File: src/rtl/core/rqs_pkg.sv
package rqs_pkg;

    // command codes
    localparam logic [2:0] CMD_INSERT   = 3'd0;
    localparam logic [2:0] CMD_RM_FIFO  = 3'd1;
    localparam logic [2:0] CMD_RM_PRIO  = 3'd2;
    localparam logic [2:0] CMD_RM_SHORT = 3'd3;
    localparam logic [2:0] CMD_RM_RAND  = 3'd4;

    // status codes
    localparam logic [1:0] ST_OK    = 2'd0;
    localparam logic [1:0] ST_EMPTY = 2'd1;
    localparam logic [1:0] ST_FULL  = 2'd2;

    typedef enum logic [2:0] {
        S_IDLE,
        S_SCAN,
        S_MOD,
        S_SHIFT,
        S_DONE
    } t_state;

    // controller to datapath
    typedef struct packed {
        logic load;       // capture the input item
        logic scan_init;  // start a min scan
        logic scan_step;  // visit one entry
        logic mod_init;   // start remainder
        logic mod_step;   // one remainder bit
        logic pos_fifo;   // pick oldest entry
        logic pos_mod;    // pick remainder result
        logic ins_step;   // move one entry back (insert)
        logic rm_step;    // move one entry forward (remove)
        logic ins_write;  // write new entry at 0, bump count
        logic rm_done;    // drop count
        logic set_empty;
        logic set_full;
        logic set_ok;
    } t_ctl;

    // datapath to controller
    typedef struct packed {
        logic [2:0] cmd;
        logic       empty;
        logic       full;
        logic       scan_last;
        logic       mod_last;
        logic       ins_last;
        logic       rm_last;
    } t_sts;

endpackage

File: src/rtl/core/rqs_ctrl.sv
module rqs_ctrl
    import rqs_pkg::*;
(
    input  logic   i_clk,
    input  logic   i_rst_n,
    input  logic   i_start,
    input  logic   i_out_free,
    input  t_sts   i_sts,
    output t_ctl   o_ctl,
    output logic   o_idle,
    output logic   o_done
);

    t_state r_state, n_state;

    // state register
    always_ff @(posedge i_clk) begin
        if (!i_rst_n) begin
            r_state <= S_IDLE;
        end else begin
            r_state <= n_state;
        end
    end

    // next state
    always_comb begin
        n_state = r_state;
        case (r_state)
            S_IDLE: begin
                if (i_start) n_state = S_SCAN;
            end
            S_SCAN: begin
                // first cycle after load: dispatch or run scan
                case (i_sts.cmd)
                    CMD_INSERT: n_state = i_sts.full ? S_DONE : S_SHIFT;
                    CMD_RM_FIFO: n_state = i_sts.empty ? S_DONE : S_SHIFT;
                    CMD_RM_PRIO, CMD_RM_SHORT: begin
                        if (i_sts.empty || i_sts.scan_last) n_state =
                            i_sts.empty ? S_DONE : S_SHIFT;
                    end
                    CMD_RM_RAND: n_state = i_sts.empty ? S_DONE : S_MOD;
                    default: n_state = S_DONE;
                endcase
            end
            S_MOD: begin
                if (i_sts.mod_last) n_state = S_SHIFT;
            end
            S_SHIFT: begin
                if ((i_sts.cmd == CMD_INSERT && i_sts.ins_last) ||
                    (i_sts.cmd != CMD_INSERT && i_sts.rm_last)) n_state = S_DONE;
            end
            S_DONE: begin
                if (i_out_free) n_state = S_IDLE;
            end
            default: n_state = S_IDLE;
        endcase
    end

    // command outputs
    always_comb begin
        o_ctl = '0;
        o_idle = 1'b0;
        o_done = 1'b0;
        case (r_state)
            S_IDLE: begin
                o_idle = 1'b1;
                o_ctl.load = i_start;
                o_ctl.scan_init = i_start;
                o_ctl.mod_init = i_start;
            end
            S_SCAN: begin
                case (i_sts.cmd)
                    CMD_INSERT: begin
                        o_ctl.set_full = i_sts.full;
                        o_ctl.set_ok = !i_sts.full;
                    end
                    CMD_RM_FIFO: begin
                        o_ctl.set_empty = i_sts.empty;
                        o_ctl.set_ok = !i_sts.empty;
                        o_ctl.pos_fifo = !i_sts.empty;
                    end
                    CMD_RM_PRIO, CMD_RM_SHORT: begin
                        o_ctl.set_empty = i_sts.empty;
                        o_ctl.set_ok = !i_sts.empty;
                        o_ctl.scan_step = !i_sts.empty;
                    end
                    CMD_RM_RAND: begin
                        o_ctl.set_empty = i_sts.empty;
                        o_ctl.set_ok = !i_sts.empty;
                    end
                    default: o_ctl.set_ok = 1'b1;
                endcase
            end
            S_MOD: begin
                o_ctl.mod_step = 1'b1;
                o_ctl.pos_mod = i_sts.mod_last;
            end
            S_SHIFT: begin
                if (i_sts.cmd == CMD_INSERT) begin
                    o_ctl.ins_step = !i_sts.ins_last;
                    o_ctl.ins_write = i_sts.ins_last;
                end else begin
                    o_ctl.rm_step = !i_sts.rm_last;
                    o_ctl.rm_done = i_sts.rm_last;
                end
            end
            S_DONE: o_done = 1'b1;
            default: ;
        endcase
    end

endmodule

File: src/rtl/core/rqs_dp.sv
module rqs_dp
    import rqs_pkg::*;
#(
    parameter int QUEUE_DEPTH = 16,
    parameter int ID_BITS     = 8,
    parameter int TIME_BITS   = 16
) (
    input  logic                 i_clk,
    input  logic                 i_rst_n,
    input  t_ctl                 i_ctl,
    input  logic [2:0]           i_cmd,
    input  logic [ID_BITS-1:0]   i_pid,
    input  logic [7:0]           i_priority_req,
    input  logic [TIME_BITS-1:0] i_arrival,
    input  logic [15:0]          i_remaining,
    input  logic [TIME_BITS-1:0] i_now,
    input  logic [15:0]          i_random_value,
    output t_sts                 o_sts,
    output logic [ID_BITS-1:0]   o_removed_pid,
    output logic [1:0]           o_status,
    output logic [$clog2(QUEUE_DEPTH+1)-1:0] o_occupancy
);

    localparam int AW = $clog2(QUEUE_DEPTH);
    localparam int CW = $clog2(QUEUE_DEPTH + 1);
    localparam int RB = 16;

    typedef struct packed {
        logic [ID_BITS-1:0]   id;
        logic [7:0]           prio;
        logic [TIME_BITS-1:0] start;
        logic [15:0]          rem;
    } t_entry;

    // entry store: one write port, one read port, registered read
    t_entry r_mem [QUEUE_DEPTH];
    t_entry r_rd;

    logic [CW-1:0]        r_count;
    logic [2:0]           r_cmd;
    t_entry               r_new;
    logic [TIME_BITS-1:0] r_now;
    logic [AW-1:0]        r_pos;      // chosen / moving index
    logic [CW-1:0]        r_idx;      // next scan read index
    logic                 r_rd_vld;   // candidate seeded
    logic [AW-1:0]        r_best;
    logic [15:0]          r_bkey;
    logic [TIME_BITS-1:0] r_bstart;
    logic [RB-1:0]        r_rv;       // remainder dividend shift
    logic [CW-1:0]        r_rmd;      // partial remainder
    logic [4:0]           r_mbit;
    logic [1:0]           r_phase;    // shift: 0 read, 1 write
    logic                 r_pick;     // read data holds the chosen entry
    logic [ID_BITS-1:0]   r_rid;
    logic [1:0]           r_status;

    logic [CW-1:0] n_rmd;
    logic [CW:0]   rmd_sh;
    logic [15:0]   rkey;
    logic          better;
    logic          pos_set;
    logic [AW-1:0] pos_val;
    logic [AW-1:0] rd_addr;
    logic          we;
    logic [AW-1:0] wa;
    t_entry        wd;

    // status to controller
    assign o_sts.cmd       = r_cmd;
    assign o_sts.empty     = (r_count == '0);
    assign o_sts.full      = (r_count == CW'(QUEUE_DEPTH));
    assign o_sts.scan_last = r_rd_vld ? (r_idx == r_count) : (r_count == CW'(1));
    assign o_sts.mod_last  = (r_mbit == 5'(RB - 1));
    assign o_sts.ins_last  = (r_pos == '0) && r_phase == 2'd0;
    assign o_sts.rm_last   = (CW'(r_pos) + CW'(1) >= r_count) && r_phase == 2'd0;

    // key of the entry just read
    assign rkey = (r_cmd == CMD_RM_PRIO) ? {8'd0, r_rd.prio} : r_rd.rem;
    assign better = (r_bkey > rkey || (r_bkey == rkey && r_bstart > r_rd.start))
                    && (r_rd.start >= r_now);

    // remainder step: shift in one dividend bit, subtract count once
    assign rmd_sh = {r_rmd, r_rv[RB-1]};
    assign n_rmd  = (rmd_sh >= {1'b0, r_count}) ? CW'(rmd_sh - {1'b0, r_count})
                                                : CW'(rmd_sh);

    // chosen entry of a remove; read at once so its id is at hand next cycle
    assign pos_set = i_ctl.pos_fifo || i_ctl.pos_mod ||
                     (i_ctl.scan_step && o_sts.scan_last);
    always_comb begin
        if (i_ctl.pos_fifo) pos_val = AW'(r_count - CW'(1));
        else if (i_ctl.pos_mod) pos_val = AW'(n_rmd);
        else if (r_rd_vld && better) pos_val = AW'(r_idx - CW'(1));
        else pos_val = r_best;
    end

    // read address
    always_comb begin
        if (i_ctl.load) rd_addr = '0;
        else if (pos_set) rd_addr = pos_val;
        else if (i_ctl.scan_step) rd_addr = AW'(r_idx);
        else if (r_cmd == CMD_INSERT) rd_addr = r_pos - AW'(1);
        else rd_addr = r_pos + AW'(1);
    end

    // write port
    always_comb begin
        we = 1'b0;
        wa = r_pos;
        wd = r_rd;
        if (i_ctl.ins_write) begin
            we = 1'b1;
            wa = '0;
            wd = r_new;
        end else if ((i_ctl.ins_step || i_ctl.rm_step) && r_phase == 2'd1) begin
            we = 1'b1;
        end
    end

    always_ff @(posedge i_clk) begin
        if (we) r_mem[wa] <= wd;
        r_rd <= r_mem[rd_addr];
    end

    // control registers
    always_ff @(posedge i_clk) begin
        if (!i_rst_n) begin
            r_count <= '0;
            r_phase <= 2'd0;
            r_pick  <= 1'b0;
        end else begin
            if (i_ctl.load) r_phase <= 2'd0;
            else if (i_ctl.ins_step || i_ctl.rm_step) r_phase <= r_phase ^ 2'd1;
            if (i_ctl.ins_write) r_count <= r_count + CW'(1);
            else if (i_ctl.rm_done) r_count <= r_count - CW'(1);
            r_pick <= pos_set;
        end
    end

    // datapath registers
    always_ff @(posedge i_clk) begin
        if (i_ctl.load) begin
            r_cmd <= i_cmd;
            r_new <= '{id: i_pid, prio: i_priority_req, start: i_arrival,
                       rem: i_remaining};
            r_now <= i_now;
            r_rv  <= i_random_value;
        end
        // moving index
        if (i_ctl.load) r_pos <= AW'(r_count);
        else if (pos_set) r_pos <= pos_val;
        else if (i_ctl.ins_step && r_phase == 2'd1) r_pos <= r_pos - AW'(1);
        else if (i_ctl.rm_step && r_phase == 2'd1) r_pos <= r_pos + AW'(1);
        // min scan: read data holds entry r_idx-1 once seeded
        if (i_ctl.scan_init) begin
            r_idx    <= CW'(1);
            r_rd_vld <= 1'b0;
            r_best   <= '0;
        end else if (i_ctl.scan_step) begin
            r_rd_vld <= 1'b1;
            r_idx    <= r_idx + CW'(1);
            if (!r_rd_vld) begin
                // entry 0 seeds the candidate
                r_bkey   <= rkey;
                r_bstart <= r_rd.start;
            end else if (better) begin
                r_best   <= AW'(r_idx - CW'(1));
                r_bkey   <= rkey;
                r_bstart <= r_rd.start;
            end
        end
        if (i_ctl.mod_init) begin
            r_rmd  <= '0;
            r_mbit <= '0;
        end else if (i_ctl.mod_step) begin
            r_rmd  <= n_rmd;
            r_rv   <= {r_rv[RB-2:0], 1'b0};
            r_mbit <= r_mbit + 5'd1;
        end
        // removed id: taken from the chosen slot before the close-up
        if (i_ctl.load) r_rid <= '0;
        else if (r_pick) r_rid <= r_rd.id;
        if (i_ctl.set_empty) r_status <= ST_EMPTY;
        if (i_ctl.set_full)  r_status <= ST_FULL;
        if (i_ctl.set_ok)    r_status <= ST_OK;
    end

    assign o_removed_pid = r_rid;
    assign o_status      = r_status;
    assign o_occupancy   = r_count;

endmodule

File: src/rtl/core/ready_queue_scheduler_core.sv
// Channel | Dir | Handshake                  | Payload
// s_axis  | in  | s_axis_tvalid/tready       | tdata: cmd, pid, priority_req, arrival,
//         |     |                            |        remaining, now, random_value
// m_axis  | out | m_axis_tvalid/tready       | tdata: removed_pid, status, occupancy
//
// One item at a time. An insert moves every entry back by one slot, one entry at a
// time through the store, and writes the new entry at slot 0; a remove closes up the
// entries behind the chosen slot, so a FIFO remove, which takes the last slot, moves
// none. Priority and shortest removes first scan the queue, random removes first run
// a 16-bit bit-serial remainder. Rejected inserts, removes on an empty queue and
// unknown commands skip these steps. The result sits in an output register;
// the next item is taken the cycle after it is handed over. Reset empties the queue.
module ready_queue_scheduler_core
    import rqs_pkg::*;
#(
    parameter int QUEUE_DEPTH = 16,
    parameter int ID_BITS     = 8,
    parameter int TIME_BITS   = 16
) (
    input  logic        i_clk,
    input  logic        i_rst_n,
    input  logic        s_axis_tvalid,
    output logic        s_axis_tready,
    // cmd[2:0], pid[ID_BITS], priority_req[8], arrival[TIME_BITS],
    // remaining[16], now[TIME_BITS], random_value[16], zero fill
    input  logic [((3+ID_BITS+8+TIME_BITS+16+TIME_BITS+16+7)/8)*8-1:0] s_axis_tdata,
    output logic        m_axis_tvalid,
    input  logic        m_axis_tready,
    // removed_pid[ID_BITS], status[2], occupancy, zero fill
    output logic [((ID_BITS+2+$clog2(QUEUE_DEPTH+1)+7)/8)*8-1:0] m_axis_tdata
);

    localparam int CW = $clog2(QUEUE_DEPTH + 1);
    localparam int P1 = 3;
    localparam int P2 = P1 + ID_BITS;
    localparam int P3 = P2 + 8;
    localparam int P4 = P3 + TIME_BITS;
    localparam int P5 = P4 + 16;
    localparam int P6 = P5 + TIME_BITS;
    localparam int OW = ((ID_BITS + 2 + CW + 7) / 8) * 8;

    t_ctl ctl;
    t_sts sts;
    logic idle, done;
    logic [ID_BITS-1:0] rid;
    logic [1:0] st;
    logic [CW-1:0] occ;

    assign s_axis_tready = idle;
    assign m_axis_tvalid = done;
    assign m_axis_tdata  = OW'({occ, st, rid});

    rqs_ctrl u_ctrl (
        .i_clk(i_clk), .i_rst_n(i_rst_n),
        .i_start(s_axis_tvalid), .i_out_free(m_axis_tready),
        .i_sts(sts), .o_ctl(ctl), .o_idle(idle), .o_done(done)
    );

    rqs_dp #(.QUEUE_DEPTH(QUEUE_DEPTH), .ID_BITS(ID_BITS), .TIME_BITS(TIME_BITS)) u_dp (
        .i_clk(i_clk), .i_rst_n(i_rst_n), .i_ctl(ctl),
        .i_cmd(s_axis_tdata[2:0]),
        .i_pid(s_axis_tdata[P2-1:P1]),
        .i_priority_req(s_axis_tdata[P3-1:P2]),
        .i_arrival(s_axis_tdata[P4-1:P3]),
        .i_remaining(s_axis_tdata[P5-1:P4]),
        .i_now(s_axis_tdata[P6-1:P5]),
        .i_random_value(s_axis_tdata[P6+15:P6]),
        .o_sts(sts), .o_removed_pid(rid), .o_status(st), .o_occupancy(occ)
    );

    // occupancy never exceeds depth
    a_occ: assert property (@(posedge i_clk) disable iff (!i_rst_n)
        occ <= CW'(QUEUE_DEPTH)) else $error("occupancy overflow");

    // no input taken while a result waits
    a_excl: assert property (@(posedge i_clk) disable iff (!i_rst_n)
        !(s_axis_tready && m_axis_tvalid)) else $error("ready during result");

    // an empty report comes only with a zero count
    a_empty: assert property (@(posedge i_clk) disable iff (!i_rst_n)
        (m_axis_tvalid && st == ST_EMPTY) |-> occ == '0) else $error("empty with entries");

endmodule

File: config.mk
export PLATFORM = sky130hd
export DESIGN_NAME = ready_queue_scheduler_core
export DESIGN_NICKNAME = d
export VERILOG_FILES = /design/src/rtl/core/rqs_pkg.sv /design/src/rtl/core/rqs_ctrl.sv /design/src/rtl/core/rqs_dp.sv /design/src/rtl/core/ready_queue_scheduler_core.sv
export SDC_FILE = /design/constraint.sdc
export NUM_CORES = 1
export LEC_CHECK = 0
export BUFFER_PORTS_ARGS = -buffer_cell sky130_fd_sc_hd__buf_2
export CAP_MARGIN = 25
export CORE_UTILIZATION = 50
export DETAILED_ROUTE_END_ITERATION = 8
export PLACE_DENSITY = 0.7
export SLEW_MARGIN = 10
export SYNTH_ARGS = -nofsm -noshare
export SYNTH_HDL_FRONTEND = slang
export SYNTH_HIERARCHICAL = 1
export SYNTH_SLANG_ARGS = --single-unit
File: constraint.sdc
create_clock -name i_clk -period 8 [get_ports i_clk]
set_input_delay 0.8 -clock i_clk [delete_from_list [all_inputs] [get_ports i_clk]]
set_output_delay 0.8 -clock i_clk [all_outputs]
set_load 0.01 [all_outputs]
==> impl_metrics.ini, run 1 <==
[grt]
grt_pass1_vias = 21600
grt_pass1_wl_um = 136000
gr-total-overflow = 0
antenna_found_initial = 0
grtUsageTotal_pct = 23.5
grt_max_degree = 109

[final_layout]
layout.nets = 2733
n_antenna_cell = 0
synthToLayoutAreaGrowth_pct = 12.4
final_cell_mix = edfxtp_1, mux2i_1, nand2_1, buf_2, dfxtp_1
fillCellCount = 5878
final_common_cell = edfxtp_1
final_cells = 3697
drive_gt1_share_pct = 14.8

[routing]
viasPerCell = 5.97
vias = 22100
drc_errors = 0
post_drt_wl_per_cell_um = 25.4
drtIter0Drc = 2350
totalWireLength_um = 93800
firstDrtPassIters = 7
postRouteAntennaNets = 0

[pwr]
peakVddDrop_mv = 0.378
switching_power_mw = 4.23
swShare_pct = 29.7
seqPwrFrac_pct = 46.4
cellLeakagePower_nw = 15.4
power.density_mw_per_mm2 = 324
internal_power_mw = 10.0
combPwrFrac_pct = 22.8
p_clk_share_pct = 30.8

[logic_synthesis]
synthCells = 2444
synth_cell_types = 73
synth-compound-area-share_pct = 7.52
yosys.area.top_type = edfxtp_1
synth_top_area_share_pct = 66.8
synth-seq-cells = 975
syn_area_mm2 = 0.0392
synth_ff_type = edfxtp_1
yosys-top-cells-area = edfxtp_1, mux2i_1, dfxtp_1, ha_1, nand2_1
synth.area.mux_share_pct = 10.7
ys_async_sr_fraction_pct = 0
syn_nets = 2606
seq_area_frac_synth_pct = 72.1
synth_top_family_by_area = multiplexers
synth-adder-area-share_pct = 2.26
synth-edff-count = 871
synthXorXnorAreaFrac_pct = 0.604
ys_warn_count = 6
avgSynthCellArea_um2 = 16.0
synthSimpleGateAreaFrac_pct = 4.20

[placed_design]
portBuffers = 103
dp_cells = 3510
gp_congestion = 0.829
dp_hpwl_um = 49000

[sta]
finalHoldViolations = 0
min_period_over_period_pct = 74.9
fin_worst_skew_ns = 0.0469
rsz0062_at_grt = false
min_period_ns = 5.99
setup_viol = 0
slew_viol_final = 0
worst_pin_slew_ns = 1.12
clock.fmax_mhz = 167
final.setup.tns_ns = 0
slew_headroom_pct = 25.5

[cts]
postCtsSetupRepairBufs = 0
clk_pin_slew_ns = 0.06
cts_root_buf = clkbuf_16
cts_buffer_depth = 3
htreeDepth = 3
clock_sinks = 975
cts_tree = yes
cts_made_buffers = 98
cts_hold_buf = 0
cts_resized = 0
clk_latency_ns = 0.67

[die]
coreArea_mm2 = 0.0775
dieArea_mm2 = 0.0794
initial_core_util_pct = 50.5
die_w_um = 282
ios = 110
die_h_um = 282
rows = 102

[setup_path]
crit_fanout = 49
crit_path_start_kind = register
critPathArrivalTime_ns = 6.52
crit_type = register to register
cp_data_required_time_ns = 8.53
worst_setup_path_end_kind = register
r2r_setup_slack_ns = 2.01

[worst_hold_path]
hp-class = input pin to register

[run]
cap_viol_max_count = 0

[outcome]
outcome = finished, final reports clean
[synthesized netlist by cell type, types with 32 or more instances]
library cell,n
dfxtp_1,104
edfxtp_1,871
a221oi_1,35
mux2i_1,382
ha_1,69
a32oi_1,48
o21ai_0,46
buf_4,32
nand2_1,177
clkbuf_1,49
o22ai_1,100
a21oi_1,34
a211o_1,50
buf_2,41
mux2_2,32
nor2_1,73
inv_1,72
[stage by stage]
step                      hold slack (ns)  util, %  worst slack [ns]  total power, mW  instance area, um2
after floorplan                     0.424        -              1.76             8.88               39200
after global placement              0.436     52.7              2.16             9.79               40900
after detailed placement            0.443     52.8              2.06             9.91               40900
after CTS                           0.271     56.8              2.01             14.3               44000
after global routing                0.279     56.8              1.67             14.8               44000
final                               0.306     56.8              2.01             14.2               44000
[flip-flops by register name, indices dropped and copies added (netlist names), 4 cells and up]
name                count
u_dp/o_occupancy        5
u_dp/o_removed_pid      8
u_dp/r_best             4
u_dp/r_bkey            16
u_dp/r_bstart          16
u_dp/r_idx              5
u_dp/r_mbit             5
u_dp/r_mem            768
u_dp/r_new             48
u_dp/r_now             16
u_dp/r_pos              4
u_dp/r_rd              48
u_dp/r_rmd              5
u_dp/r_rv              16
[cell type report]
class                      instances  area, um2  area share, %
timing repair buffer             161       1010           2.30
clock buffer                     139       2750           6.25
clock inverter                    47        370          0.841
sequential                       975      28200           64.1
multi-input combinational       1263      10100           22.9
inverter                          72        270          0.614
tap                             1040       1300           2.96
[per-layer routing]
metal	track usage, %	wire [um]	vias to the layer above
met4	8.53	3020	0
met1	32.8	39300	11100
met3	4.34	7810	168
met5	0	0	-
li1	-	-	9784
met2	37.1	43700	987
[worst max-delay path, cell delays in order (launching register included)]
cell,delay [ns]
edfxtp_1,0.55
nor2_1,0.20
and2_1,0.50
mux2i_1,0.22
ha_1,0.34
nand2_1,0.07
nor2_1,0.17
nand4_1,0.22
o2111a_1,0.34
o22a_1,0.30
o211a_1,0.31
o41a_2,0.54
buf_4,0.33
nand3_2,0.47
buf_4,0.69
o22ai_1,0.24
a211o_1,0.34
[cells by family after synthesis]
logic type | count (synthesis)
adders and majority gates | 70
and+or+nand+nor | 358
buffers and inverters | 206
DFF | 975
xor gates and xnor gates | 27
muxes | 414
other | 1
AOI/OAI and AO/OA | 393
[power by group through the flow]
| stage | Combinational, mW | Sequential [mW] | Clock [mW] |
|---|---|---|---|
| floorplan | 2.28 | 6.60 | 0 |
| global placement | 3.08 | 6.71 | 0 |
| detailed placement | 3.20 | 6.71 | 0 |
| CTS | 3.23 | 6.61 | 4.46 |
| global route | 3.50 | 6.63 | 4.65 |
| finish | 3.25 | 6.61 | 4.39 |
[final timing paths]
path                             end  depth (start not counted)                    start
max            u_dp/r_rd[47]$_DFF_P_                         16  u_dp/r_cmd[2]$_DFFE_PP_
min reg2reg     u_dp/r_rv[1]$_DFF_P_                          2     u_dp/r_rv[0]$_DFF_P_
min          u_dp/r_new[7]$_DFFE_PP_                          1         s_axis_tdata[42]
max reg2reg    u_dp/r_rd[47]$_DFF_P_                         16  u_dp/r_cmd[2]$_DFFE_PP_
Note: power is estimated with default switching activity, not from simulation.
==> run 2: changes to the inputs <==
--- a/config.mk
+++ b/config.mk
@@ -5,6 +5,7 @@
 export SDC_FILE = /design/constraint.sdc
 export NUM_CORES = 1
 export LEC_CHECK = 0
+export ABC_AREA = 1
 export BUFFER_PORTS_ARGS = -buffer_cell sky130_fd_sc_hd__buf_2
 export CAP_MARGIN = 25
 export CORE_UTILIZATION = 50
==> constraint.sdc (replaced) <==
create_clock -name i_clk -period 6.1 [get_ports i_clk]
set_input_delay 0.61 -clock i_clk [delete_from_list [all_inputs] [get_ports i_clk]]
set_output_delay 0.61 -clock i_clk [all_outputs]
set_load 0.01 [all_outputs]
==> run 2 against run 1 <==
Effect of this change: fmax increased by 15%; critical endpoint is now u_dp/r_rd[31]$_DFF_P_; die area rose by 9.0%; critical path depth is 10 higher; cell area up 9.1%; sequential share of layout area decreased by 5.4 points; synthesized area rose by 9.1%; largest power group unchanged; first-iteration DRC count increased by 32%.
==> impl_metrics.ini, run 2 <==
[cts]
cts_resized = 0
cts_buffer_depth = 3
htreeDepth = 3
cts_tree = yes
clk_latency_ns = 0.67
clk_pin_slew_ns = 0.06
clock_sinks = 975
cts_made_buffers = 101
postCtsSetupRepairBufs = 0
cts_hold_buf = 0
cts_root_buf = clkbuf_16

[sta]
worst_pin_slew_ns = 1.20
rsz0062_at_grt = false
slew_headroom_pct = 20.0
hold-worst-slack_ns = 0.112
fin_worst_skew_ns = 0.0253
setup_viol = 0
min_period_ns = 5.21
final.setup.tns_ns = 0
finalHoldViolations = 0
slew_viol_final = 0
clock.fmax_mhz = 192
min_period_over_period_pct = 85.3
fin_ws_ns = 0.894

[die]
coreArea_mm2 = 0.0841
rows = 106
initial_core_util_pct = 50.8
ios = 110
die_h_um = 294
die_w_um = 294
dieArea_mm2 = 0.0866

[placed_design]
pre_cts_slack_ns = 1.05
dp_cells = 5123
dp_hpwl_um = 52300
place_area_mm2 = 0.0446
gp_congestion = 0.807
portBuffers = 103

[final_layout]
final_common_cell = nand2_1
largestRegisters = u_dp/r_mem (768), u_dp/r_new (48), u_dp/r_rd (48)
largest-register = u_dp/r_mem
fin_util_pct = 57.1
multi_input_area_mm2 = 0.0116
final_cell_mix = nand2_1, edfxtp_1, nand3_1, inv_1, nand3b_1
synthToLayoutAreaGrowth_pct = 12.5
drive_gt1_share_pct = 9.61
largest_reg_flops = 768
final_cells = 5315
post-route-cell-area_mm2 = 0.0480
layout.nets = 4255
n_antenna_cell = 0
fillCellCount = 6925
regArea_mm2 = 0.0282

[pwr]
finalPower_mw = 21.6
peakVddDrop_mv = 0.695
cellLeakagePower_nw = 19.5
seqPwrFrac_pct = 40.3
combPwrFrac_pct = 30.4
internal_power_mw = 14.2
p_clk_share_pct = 29.2
power.density_mw_per_mm2 = 450
swShare_pct = 34.2
switching_power_mw = 7.40

[logic_synthesis]
synthCells = 4020
synth_ff_type = edfxtp_1
ys_top_cells_by_count = nand2_1, edfxtp_1, nand3_1
yosys-top-cells-area = edfxtp_1, nand3_1, nand2_1, dfxtp_1, inv_1
synth_most_common_cell = nand2_1
avgSynthCellArea_um2 = 10.6
syn_nets = 4182
synth_cell_types = 49
ys_warn_count = 6
synth_top_area_share_pct = 61.3
yosys.area.top_type = edfxtp_1
seq_area_frac_synth_pct = 66.1
syn_area_mm2 = 0.0427
synth-seq-cells = 975
synth-edff-count = 871
ys_async_sr_fraction_pct = 0

[routing]
postRouteAntennaNets = 0
firstDrtPassIters = 5
vias = 29100
drtIter0Drc = 3092
drc_errors = 0
viasPerCell = 5.47
totalWireLength_um = 103000
post_drt_wl_per_cell_um = 19.5

[grt]
antenna_found_initial = 0
grt_pass1_wl_um = 159000
grt_pass1_vias = 27700
grt_max_degree = 193
grtUsageTotal_pct = 24.0
gr-total-overflow = 0

[setup_path]
r2r_setup_slack_ns = 0.89
ff2ff_path_depth = 26
r2r-end = u_dp/r_rd[31]$_DFF_P_
crit_fanout = 138
max_stage_delay_ns = 0.52
cp_data_required_time_ns = 6.65
crit_type = register to register
worst_setup_path_end_kind = register
critPathMostFrequentCell = nand2_1
r2r_start = u_dp/r_cmd[2]$_DFFE_PP_
critPathArrivalTime_ns = 5.75
cp_slowest_cell = edfxtp_1
crit_path_start_kind = register

[worst_hold_path]
hold_start = s_axis_tdata[41]
hp-class = input pin to register
holdPathEnd = u_dp/r_new[6]$_DFFE_PP_
holdPathStages = 1

[outcome]
outcome = finished, final reports clean

[run]
cap_viol_max_count = 0
run 2: changes by cell type after synthesis, sizes merged, moves of 31 or more:
cell and change:
nand3 +747, a32oi -48, mux2 -31, o21ai +61
inv +419, mux2i -382, a221oi -48, nor2 +34
nand2 +814, o22ai -95, nand3b +140, a211o -50
buf +93
run 2: final cells by class:
cell class	count	area share [%]
sequential	975	58.8
multi-input combinational	2330	24.1
clock buffer	141	5.99
inverter	493	3.89
timing repair buffer	192	3.09
tap	1134	2.95
clock inverter	50	1.21
run 2: routing by layer:
layer,wire [um],GRT usage [%],up-vias
met2,49500,40.1,1168
met5,0,0,-
met3,7980,2.93,178
met4,2310,7.57,0
li1,-,-,13800
met1,43600,32.7,14000
run 2: kinds of logic (layout without fill, tap and decap cells):
kind of cell               Yosys count  after routing  synth area share (%)
other                                1              1               0.00878
buffers and inverters              715            876                  7.16
xor gates and xnor gates            12             12                 0.246
AOI/OAI and AO/OA                  198            198                  2.50
and+or+nand+nor                   2048           2048                  21.9
DFF                                975            975                  66.1
adders and majority gates           70             70                  2.07
muxes                                1              1                0.0264
run 2: worst max path at each step:
stage / startpoint / endpoint / depth (start not counted)
2_1_floorplan: u_dp/r_pos[0]$_DFFE_PP_ / u_dp/r_mem[12][0]$_DFFE_PP_ / 15
3_3_place_gp: u_dp/r_cmd[2]$_DFFE_PP_ / u_dp/r_rd[15]$_DFF_P_ / 26
3_5_place_dp: u_dp/r_cmd[2]$_DFFE_PP_ / u_dp/r_rd[15]$_DFF_P_ / 26
4_1_cts: u_dp/r_cmd[2]$_DFFE_PP_ / u_dp/r_rd[39]$_DFF_P_ / 26
5_1_grt: u_dp/r_cmd[2]$_DFFE_PP_ / u_dp/r_rd[31]$_DFF_P_ / 26
6_report: u_dp/r_cmd[2]$_DFFE_PP_ / u_dp/r_rd[31]$_DFF_P_ / 26
run 2: power groups by stage:
stage | Combinational (mW) | Sequential [mW] | Clock [mW]
CTS | 6.56 | 8.72 | 6.41
detailed placement | 6.51 | 8.85 | 0
floorplan | 4.58 | 8.77 | 0
finish | 6.58 | 8.72 | 6.32
global route | 7.31 | 8.75 | 6.68
global placement | 6.37 | 8.85 | 0
run 2: critical path, delay by kind of cell, from the launching register on:
kind	cells	cell delay, ns
and+or+nand+nor	20	2.91
buffers and inverters	4	0.91
DFF	1	0.52
adders and majority gates	1	0.29
AOI/OAI and AO/OA	1	0.22
